### src/sv/skyf_pkg.sv
// ----------------------------------------------------------------------------
// skyf_pkg
// Shared types and constants for the scalar yaw fusion core.
// ----------------------------------------------------------------------------
package skyf_pkg;

	localparam int CordicSteps = 20;
	localparam int StepW = 5;
	localparam logic signed [23:0] OneQ21 = 24'sd2097152;
	localparam logic signed [23:0] ClampQ21 = 24'sd2095055;
	localparam logic signed [23:0] NinetyQ16 = 24'sd5898240;
	localparam logic [17:0] PMax = 18'd262143;
	localparam logic signed [14:0] YawNinety = 15'sd11520;

	localparam logic [1:0] REG_PROCESS_NOISE = 2'd0;
	localparam logic [1:0] REG_MEAS_NOISE = 2'd1;
	localparam logic [1:0] REG_INIT_COV = 2'd2;

	localparam logic [1:0] EDGE_RIGHT = 2'd0;
	localparam logic [1:0] EDGE_LEFT = 2'd1;
	localparam logic [1:0] EDGE_TOP = 2'd2;

	typedef enum logic [3:0] {
		ST_IDLE,
		ST_PREP,
		ST_CORDIC,
		ST_ROUND,
		ST_GAIN_SETUP,
		ST_DIV,
		ST_GAIN,
		ST_FUSE,
		ST_COV,
		ST_OUT
	} state_t;

	function automatic logic [21:0] atan_lut(input logic [StepW-1:0] i);
		logic [21:0] r;
		case (i)
			5'd0: r = 22'd2949120;
			5'd1: r = 22'd1740967;
			5'd2: r = 22'd919879;
			5'd3: r = 22'd466945;
			5'd4: r = 22'd234379;
			5'd5: r = 22'd117304;
			5'd6: r = 22'd58666;
			5'd7: r = 22'd29335;
			5'd8: r = 22'd14668;
			5'd9: r = 22'd7334;
			5'd10: r = 22'd3667;
			5'd11: r = 22'd1833;
			5'd12: r = 22'd917;
			5'd13: r = 22'd458;
			5'd14: r = 22'd229;
			5'd15: r = 22'd115;
			5'd16: r = 22'd57;
			5'd17: r = 22'd29;
			5'd18: r = 22'd14;
			5'd19: r = 22'd7;
			default: r = 22'd0;
		endcase
		return r;
	endfunction

endpackage

### src/sv/scalar_kalman_yaw_fusion_core.sv
// sequence: input transfer, clamp, 20 cordic rotations (skipped at zero position),
//   gain setup, 36 divider steps (skipped when the gain denominator is zero),
//   fuse and covariance multiply states, then the result register
// flow: one item at a time; input is held off while busy,
//   and a result still waiting in the output register holds the last state
// reset: noise registers take 26 and 2560, covariance loads 25600
// ----------------------------------------------------------------------------
// scalar_kalman_yaw_fusion_core
// Model yaw from an arctangent, blended with the camera yaw by a scalar
// Kalman step under a small sequencer.
// ----------------------------------------------------------------------------
module scalar_kalman_yaw_fusion_core import skyf_pkg::*; (
	input  logic               clk,
	input  logic               arst_n,
	input  logic               in_valid,
	output logic               in_ready,
	input  logic [15:0]        speed,
	input  logic [15:0]        edge_time,
	input  logic [1:0]         edge_index,
	input  logic signed [15:0] camera_yaw,
	output logic               out_valid,
	input  logic               out_ready,
	output logic signed [15:0] fused_yaw,
	output logic signed [14:0] geo_yaw,
	output logic [15:0]        filter_gain,
	input  logic               cfg_valid,
	output logic               cfg_ready,
	input  logic [1:0]         cfg_index,
	input  logic [15:0]        cfg_data
);

	state_t state_q, state_d;
	logic [15:0] pn_q, rn_q;
	logic [17:0] cov_q;
	logic [31:0] u_q;
	logic [1:0] edge_q;
	logic signed [15:0] cam_q;
	logic signed [24:0] n_q;
	logic signed [14:0] model_q;
	logic [17:0] p1_q;
	logic [18:0] d_q;
	logic [15:0] gain_q;
	logic signed [15:0] fused_q;
	logic signed [33:0] prod_q;
	logic out_valid_q;
	logic signed [15:0] res_fused_q;
	logic signed [14:0] res_model_q;
	logic [15:0] res_gain_q;

	logic cordic_start, cordic_done, div_start, div_done;
	logic out_load;
	logic [13:0] cordic_angle;
	logic [35:0] quot;
	logic [21:0] nmag;
	logic signed [33:0] u_s;
	logic signed [33:0] n_raw;
	logic [18:0] p1_sum;
	logic [35:0] qr;
	logic signed [16:0] diff;

	always_comb begin
		u_s = $signed({2'b0, u_q});
		case (edge_q)
			EDGE_RIGHT: n_raw = 34'(OneQ21) - u_s;
			EDGE_LEFT:  n_raw = -(u_s + 34'(OneQ21));
			EDGE_TOP:   n_raw = u_s - 34'(OneQ21);
			default:    n_raw = u_s + 34'(OneQ21);
		endcase
		nmag = (n_q < 0) ? 22'(-n_q) : 22'(n_q);
		p1_sum = {1'b0, cov_q} + {3'b0, pn_q};
		// rounded quotient; result saturates above 16 bits
		qr = quot;
		diff = 17'(cam_q) - 17'(model_q);
	end

	skyf_cordic u_cordic (
		.clk(clk), .arst_n(arst_n), .start(cordic_start), .mag_in(nmag),
		.done(cordic_done), .angle(cordic_angle)
	);

	// numerator p1*2^17 + d gives twice the quotient plus the rounding bit
	skyf_divider u_div (
		.clk(clk), .arst_n(arst_n), .start(div_start),
		.num({1'b0, p1_q, 17'b0} + {17'b0, d_q}),
		.den(d_q), .done(div_done), .quot(quot)
	);

	always_comb begin
		state_d = state_q;
		cordic_start = 1'b0;
		div_start = 1'b0;
		case (state_q)
			ST_IDLE: if (in_valid) state_d = ST_PREP;
			ST_PREP: state_d = ST_CORDIC;
			ST_CORDIC: begin
				if (n_q == 0) begin
					state_d = ST_GAIN_SETUP;
				end else begin
					cordic_start = 1'b1;
					state_d = ST_ROUND;
				end
			end
			ST_ROUND: if (cordic_done) state_d = ST_GAIN_SETUP;
			ST_GAIN_SETUP: state_d = ST_DIV;
			ST_DIV: begin
				if (d_q == '0) begin
					state_d = ST_FUSE;
				end else begin
					div_start = 1'b1;
					state_d = ST_GAIN;
				end
			end
			ST_GAIN: if (div_done) state_d = ST_FUSE;
			ST_FUSE: state_d = ST_COV;
			ST_COV: state_d = ST_OUT;
			ST_OUT: if (!out_valid_q || out_ready) state_d = ST_IDLE;
			default: state_d = ST_IDLE;
		endcase
	end

	assign out_load = (state_q == ST_OUT) && (state_d == ST_IDLE);

	always_ff @(posedge clk or negedge arst_n) begin
		if (!arst_n) begin
			state_q <= ST_IDLE;
			pn_q <= 16'd26;
			rn_q <= 16'd2560;
			cov_q <= 18'd25600;
			out_valid_q <= 1'b0;
		end else begin
			state_q <= state_d;
			if (out_load) begin
				out_valid_q <= 1'b1;
			end else if (out_valid_q && out_ready) begin
				out_valid_q <= 1'b0;
			end
			if (cfg_valid && cfg_ready) begin
				case (cfg_index)
					REG_PROCESS_NOISE: pn_q <= cfg_data;
					REG_MEAS_NOISE: rn_q <= cfg_data;
					REG_INIT_COV: cov_q <= {2'b0, cfg_data};
					default: ;
				endcase
			end
			if (out_load) begin
				cov_q <= 18'((prod_q[33:0] + 34'd32768) >> 16);
			end
		end
	end

	always_ff @(posedge clk) begin
		case (state_q)
			ST_IDLE: if (in_valid) begin
				u_q <= speed * edge_time;
				edge_q <= edge_index;
				cam_q <= camera_yaw;
			end
			ST_PREP: begin
				if (n_raw > 34'(ClampQ21)) begin
					n_q <= 25'(ClampQ21);
				end else if (n_raw < -34'(ClampQ21)) begin
					n_q <= -25'(ClampQ21);
				end else begin
					n_q <= 25'(n_raw);
				end
			end
			ST_CORDIC: if (n_q == 0) begin
				model_q <= (edge_q == EDGE_RIGHT) ? -YawNinety : YawNinety;
			end
			ST_ROUND: if (cordic_done) begin
				model_q <= (n_q < 0) ? -$signed({1'b0, cordic_angle}) :
					$signed({1'b0, cordic_angle});
			end
			ST_GAIN_SETUP: begin
				p1_q <= p1_sum[18] ? PMax : p1_sum[17:0];
				gain_q <= '0;
				d_q <= (p1_sum[18] ? {1'b0, PMax} : {1'b0, p1_sum[17:0]}) + {3'b0, rn_q};
			end
			ST_GAIN: if (div_done) begin
				gain_q <= (|qr[35:17]) ? 16'hFFFF : 16'(qr[16:1]);
			end
			ST_FUSE: prod_q <= 34'($signed({1'b0, gain_q}) * diff);
			ST_COV: begin
				fused_q <= 16'(model_q + 16'(((prod_q + 34'sd32768) >>> 16)));
				prod_q <= 34'({1'b0, 17'd65536 - {1'b0, gain_q}} * p1_q);
			end
			default: ;
		endcase
		if (out_load) begin
			res_fused_q <= fused_q;
			res_model_q <= model_q;
			res_gain_q <= gain_q;
		end
	end

	assign in_ready = (state_q == ST_IDLE);
	assign cfg_ready = (state_q == ST_IDLE) && !in_valid;
	assign out_valid = out_valid_q;
	assign fused_yaw = res_fused_q;
	assign geo_yaw = res_model_q;
	assign filter_gain = res_gain_q;

endmodule

### src/sv/skyf_cordic.sv
// ----------------------------------------------------------------------------
// skyf_cordic
// Vectoring cordic arctangent, one rotation per cycle, with result rounding.
// ----------------------------------------------------------------------------
module skyf_cordic import skyf_pkg::*; (
	input  logic               clk,
	input  logic               arst_n,
	input  logic               start,
	input  logic [21:0]        mag_in,
	output logic               done,
	output logic [13:0]        angle
);

	logic signed [33:0] x_q, y_q;
	logic signed [25:0] z_q;
	logic [StepW-1:0] i_q;
	logic busy_q, fin_q;
	logic signed [33:0] ysh, xsh;
	logic signed [25:0] mag;

	// truncate toward zero on shifts
	always_comb begin
		if (y_q < 0) begin
			ysh = -((-y_q) >>> i_q);
		end else begin
			ysh = y_q >>> i_q;
		end
		xsh = x_q >>> i_q;
		mag = 26'(NinetyQ16) - z_q;
		if (mag < 0) begin
			mag = '0;
		end
	end

	always_ff @(posedge clk or negedge arst_n) begin
		if (!arst_n) begin
			busy_q <= 1'b0;
			fin_q <= 1'b0;
			i_q <= '0;
		end else begin
			fin_q <= 1'b0;
			if (start) begin
				busy_q <= 1'b1;
				i_q <= '0;
			end else if (busy_q) begin
				if (i_q == StepW'(CordicSteps - 1)) begin
					busy_q <= 1'b0;
					fin_q <= 1'b1;
				end
				i_q <= i_q + 1'b1;
			end
		end
	end

	always_ff @(posedge clk) begin
		if (start) begin
			x_q <= 34'sd1 <<< 30;
			y_q <= $signed({3'b0, mag_in, 9'b0});
			z_q <= '0;
		end else if (busy_q) begin
			if (y_q >= 0) begin
				x_q <= x_q + ysh;
				y_q <= y_q - xsh;
				z_q <= z_q + $signed({4'b0, atan_lut(i_q)});
			end else begin
				x_q <= x_q - ysh;
				y_q <= y_q + xsh;
				z_q <= z_q - $signed({4'b0, atan_lut(i_q)});
			end
		end
	end

	assign done = fin_q;
	assign angle = 14'((mag + 26'sd256) >>> 9);

endmodule

### src/sv/skyf_divider.sv
// ----------------------------------------------------------------------------
// skyf_divider
// Restoring radix-2 divider for the gain, one quotient bit per cycle.
// ----------------------------------------------------------------------------
module skyf_divider import skyf_pkg::*; (
	input  logic        clk,
	input  logic        arst_n,
	input  logic        start,
	input  logic [35:0] num,
	input  logic [18:0] den,
	output logic        done,
	output logic [35:0] quot
);

	logic [35:0] q_q;
	logic [18:0] r_q;
	logic [18:0] d_q;
	logic [5:0] cnt_q;
	logic busy_q, fin_q;
	logic [19:0] r_sh;
	logic [20:0] diff;

	always_comb begin
		r_sh = {r_q, q_q[35]};
		diff = {1'b0, r_sh} - {2'b0, d_q};
	end

	always_ff @(posedge clk or negedge arst_n) begin
		if (!arst_n) begin
			busy_q <= 1'b0;
			fin_q <= 1'b0;
			cnt_q <= '0;
		end else begin
			fin_q <= 1'b0;
			if (start) begin
				busy_q <= 1'b1;
				cnt_q <= 6'd0;
			end else if (busy_q) begin
				cnt_q <= cnt_q + 1'b1;
				if (cnt_q == 6'd35) begin
					busy_q <= 1'b0;
					fin_q <= 1'b1;
				end
			end
		end
	end

	// remainder stays below the divisor, so 19 bits hold it
	always_ff @(posedge clk) begin
		if (start) begin
			q_q <= num;
			r_q <= '0;
			d_q <= den;
		end else if (busy_q) begin
			if (!diff[20]) begin
				r_q <= diff[18:0];
				q_q <= {q_q[34:0], 1'b1};
			end else begin
				r_q <= r_sh[18:0];
				q_q <= {q_q[34:0], 1'b0};
			end
		end
	end

	assign done = fin_q;
	assign quot = q_q;

endmodule

### config.mk
export PLATFORM = sky130hd
export DESIGN_NAME = scalar_kalman_yaw_fusion_core
export DESIGN_NICKNAME = d
export VERILOG_FILES = /design/src/sv/skyf_pkg.sv /design/src/sv/scalar_kalman_yaw_fusion_core.sv /design/src/sv/skyf_cordic.sv /design/src/sv/skyf_divider.sv
export SDC_FILE = /design/constraint.sdc
export NUM_CORES = 2
export LEC_CHECK = 0
export ABC_CLOCK_PERIOD_IN_PS = 14900
export BUFFER_PORTS_ARGS = -buffer_cell sky130_fd_sc_hd__buf_4
export CORE_MARGIN = 2
export CORE_UTILIZATION = 45
export DETAILED_ROUTE_END_ITERATION = 16
export PLACE_DENSITY = 0.71
export SLEW_MARGIN = 40
export SYNTH_ARGS = -nofsm -noshare
export SYNTH_HDL_FRONTEND = slang
export SYNTH_SLANG_ARGS = --single-unit
### constraint.sdc
create_clock -name clk -period 14.9 [get_ports clk]
set_input_delay 2.235 -clock clk [delete_from_list [all_inputs] [get_ports clk]]
set_output_delay 2.235 -clock clk [all_outputs]
set_load 0.1 [all_outputs]
==> impl_metrics.csv <==
group,metric,value,unit
status,status,"completed",
placed_design,hpwlAfterDp,150000,µm
finish,layout-drive-gt1-share,7.54,%
finish,fin_nets,8775,
grt,grt_pass1_wl,312000,µm
routing,wirelength,196000,µm
critical_path,worst-setup-path-type,"reg2reg",
power_and_ir_drop,p_leak,32.2,nW
critical_path,cp-end-kind,"flop",
die,die-area,0.148,mm²
yosys,ys.warnings.count,0,
sta,max_slew_margin,35.6,%
critical_path,start_kind,"flop",
sta,clock_skew,0.0655,ns
yosys,ys_ff_latch,463,
grt,grt_max_degree,81,
clock_network,postCtsHoldBufs,0,
routing,vias,55200,
sta,fin_tns_setup,0,ns
sta,timing.final.crit_share,72.7,%
yosys,synth-xor-area-share,5.96,%
yosys,synth-edff-count,302,
clock_network,cts_setup_buffers,0,
placed_design,dp_slack,4.27,ns
yosys,synth_top_cells_by_area,"fa_1 (20%), edfxtp_1 (14%), ha_1 (10%), nand2_1 (6.2%), inv_1 (5.4%)",
sta,fmax,0.0923,GHz
die,start_util,45.4,%
sta,layout_setup_ws,4.06,ns
sta,drv_slew,0,
power_and_ir_drop,power.density,233,mW/mm²
yosys,seq_area_frac_synth,19.4,%
grt,grt_overflow_total,0,
placed_design,place_inst,9367,
power_and_ir_drop,p_int,7.87,mW
finish,final_common_cell,"nand2_1",
sta,rsz0062_at_grt,"false",
yosys,synthDistinctLibCells,107,
routing,drcViolationCount,0,
yosys,synth_compound_area_share,12.8,%
yosys,yosysTopAreaCellShare,19.8,%
clock_network,cts_max_path_buffers,3,
critical_path,slowest_delay,0.74,ns
flow_run,max_cap_viol_count,0,
grt,globalRouteTotalUtil,26.5,%
clock_network,clkLatencyLatePin,0.70,ns
sta,setup_violations,0,
finish,fin_cells,9485,
critical_path,required,15.46,ns
power_and_ir_drop,swShare,51.8,%
yosys,syn_area,0.0653,mm²
yosys,synth_simple_gate_area_share,19.5,%
placed_design,gp_congestion,1.01,
clock_network,cts.sinks,463,
critical_path,worst_path_max_delay_cell,"nor4_1",
routing,avgViaCountPerCell,5.82,
routing,final_antenna_net_count,0,
routing,wire_per_inst,20.7,µm
yosys,async_flop_share,15.1,%
clock_network,cts_root_buf,"clkbuf_16",
yosys,synth_area_leader_cell,"fa_1",
power_and_ir_drop,peakVddDrop,0.176,mV
yosys,yosys.area_share.adder,30.0,%
critical_path,crit_fanout,27,
yosys,synth_flop_cell,"edfxtp_1",
power_and_ir_drop,clkPwrFrac,9.2,%
die,die_h,385,µm
critical_path,worstPathArrival,11.40,ns
power_and_ir_drop,switchingPower,8.45,mW
yosys,syn_area_per_cell,8.57,µm²
die,fp-row-count,139,
die,core-area,0.144,mm²
placed_design,portBuffers,122,
grt,grt_pass1_vias,55900,
sta,post-route-min-period,10.84,ns
yosys,synth_top_family_by_area,"adder cells",
power_and_ir_drop,sequentialPowerShare,15.4,%
routing,firstDrtPassIters,6,
finish,area_delta_synth_final,7.51,%
clock_network,cts_resized,0,
sta,hold_viol,0,
yosys,synthMuxAreaShare,4.52,%
yosys,synth_fp_nets,8871,
routing,drt_iter0_markers,5287,
clock_network,cts.htree.levels,2,
die,die_x,385,µm
power_and_ir_drop,p_comb_share,75.4,%
critical_path,cpMostUsedCell,"o21ai_0",
clock_network,numCtsBuffers,57,
grt,antenna_found_initial,18,
worst_hold_path,hold_path.class,"reg2reg",
sta,worst_slew_pin_slew,0.959,ns
yosys,synthCells,7622,
die,io-pin-count,123,
finish,mostFrequentLayoutCells,"nand2_1 (1077), inv_1 (935), fa_1 (647), ha_1 (529), nor2_1 (515)",
clock_network,cts_tree,"yes",
clock_network,cts.clk_slew.worst_paths,0.06,ns
## power groups by stage
stage / clock (mW) / sequential (mW) / combinational (mW)
floorplan: 0 / 2.20 / 9.40
global placement: 0 / 2.50 / 11.8
detailed placement: 0 / 2.52 / 12.0
CTS: 1.54 / 2.50 / 12.1
global route: 1.58 / 2.56 / 13.6
finish: 1.51 / 2.51 / 12.3
## metal layers
metal / wire [µm] / global-route usage (%) / vias up
met4: 8010 / 9.95 / 12
met2: 90000 / 43.4 / 2304
li1: - / - / 25400
met5: 73 / 0 / -
met1: 80700 / 34.7 / 27000
met3: 17600 / 5.09 / 457
## synthesized netlist by cell type, drive strengths merged, types with 34 or more instances
cell / instances
a21o: 57
and3: 51
nand2: 1080
o211ai: 34
and2: 292
clkbuf: 316
nor2: 517
dfxtp: 91
ha: 529
o22ai: 61
inv: 942
o31ai: 43
o21a: 75
nor3: 139
nor2b: 75
a21oi: 308
nand4: 60
mux4: 38
a31oi: 50
mux2i: 153
or3: 50
mux2: 50
fa: 647
or2: 35
a211oi: 57
xnor2: 287
o21ai: 324
edfxtp: 302
nand3: 127
dfrtp: 62
nor4: 79
a21boi: 35
xor2: 157
o21bai: 46
nand2b: 67
buf: 81
## worst paths after layout
kind / from / end / slack, ns / depth (start not counted)
hold / removal: fused_q[5] / fused_yaw[5] / 0.42 / 0
max in group asynchronous: arst_n / u_cordic.i_q[1] / 12.58 / 2
setup / recovery: u_cordic.y_q[1] / u_cordic.x_q[32] / 4.06 / 34
setup reg to reg: u_cordic.y_q[1] / u_cordic.x_q[32] / 4.06 / 34
hold reg to reg: fused_q[5] / fused_yaw[5] / 0.42 / 0
min in group asynchronous: arst_n / u_div.done / 1.42 / 1
## area by class of cell
class,count,area [µm²]
multi-input cells,5818,47700
fillers,13400,73600
clock inverters,37,468
inverters,943,3540
flip-flops and latches,463,12700
clock buffers,71,1550
well taps,1903,2380
diodes,7,17.5
repair buffers,243,1870
## state kept, by name, summed over array words and instances, names as in the netlist, 16 cells and up
name,count
cam_q,16
cov_q,18
d_q,19
filter_gain,16
fused_q,16
fused_yaw,16
gain_q,16
n_q,25
p1_q,18
pn_q,16
prod_q,19
rn_q,16
u_cordic.x_q,34
u_cordic.y_q,34
u_cordic.z_q,26
u_div.d_q,19
u_div.quot,36
u_div.r_q,19
u_q,32
## logic make-up after synthesis
kind of cell / after synthesis
AO/OA/AOI/OAI: 1297
XOR/XNOR: 444
adder cells (fa/ha/maj): 1177
buffers and inverters: 1341
flip-flops: 463
multiplexers: 241
AND/OR/NAND/NOR: 2659
## through the flow
stage / cell area, µm² / power (mW) / util [%] / hold WS (ns)
after global routing: 70200 / 17.8 / 48.8 / 0.430
after global placement: 67900 / 14.3 / 47.2 / 0.402
after CTS: 70100 / 16.1 / 48.7 / 0.421
after floorplan: 65300 / 11.6 / - / 0.400
final: 70200 / 16.3 / 48.8 / 0.420
after detailed placement: 68100 / 14.5 / 47.3 / 0.406
## worst max-delay path: cells and delay by family (launching register included)
kind	cells	cell delay (ns)
AOI/OAI and AO/OA	18	4.67
xor gates and xnor gates	2	0.29
adders and majority gates	2	0.64
buffers and inverters	2	0.17
DFF	1	0.42
and+or+nand+nor	10	4.50
(Power assumes the default switching activity.)
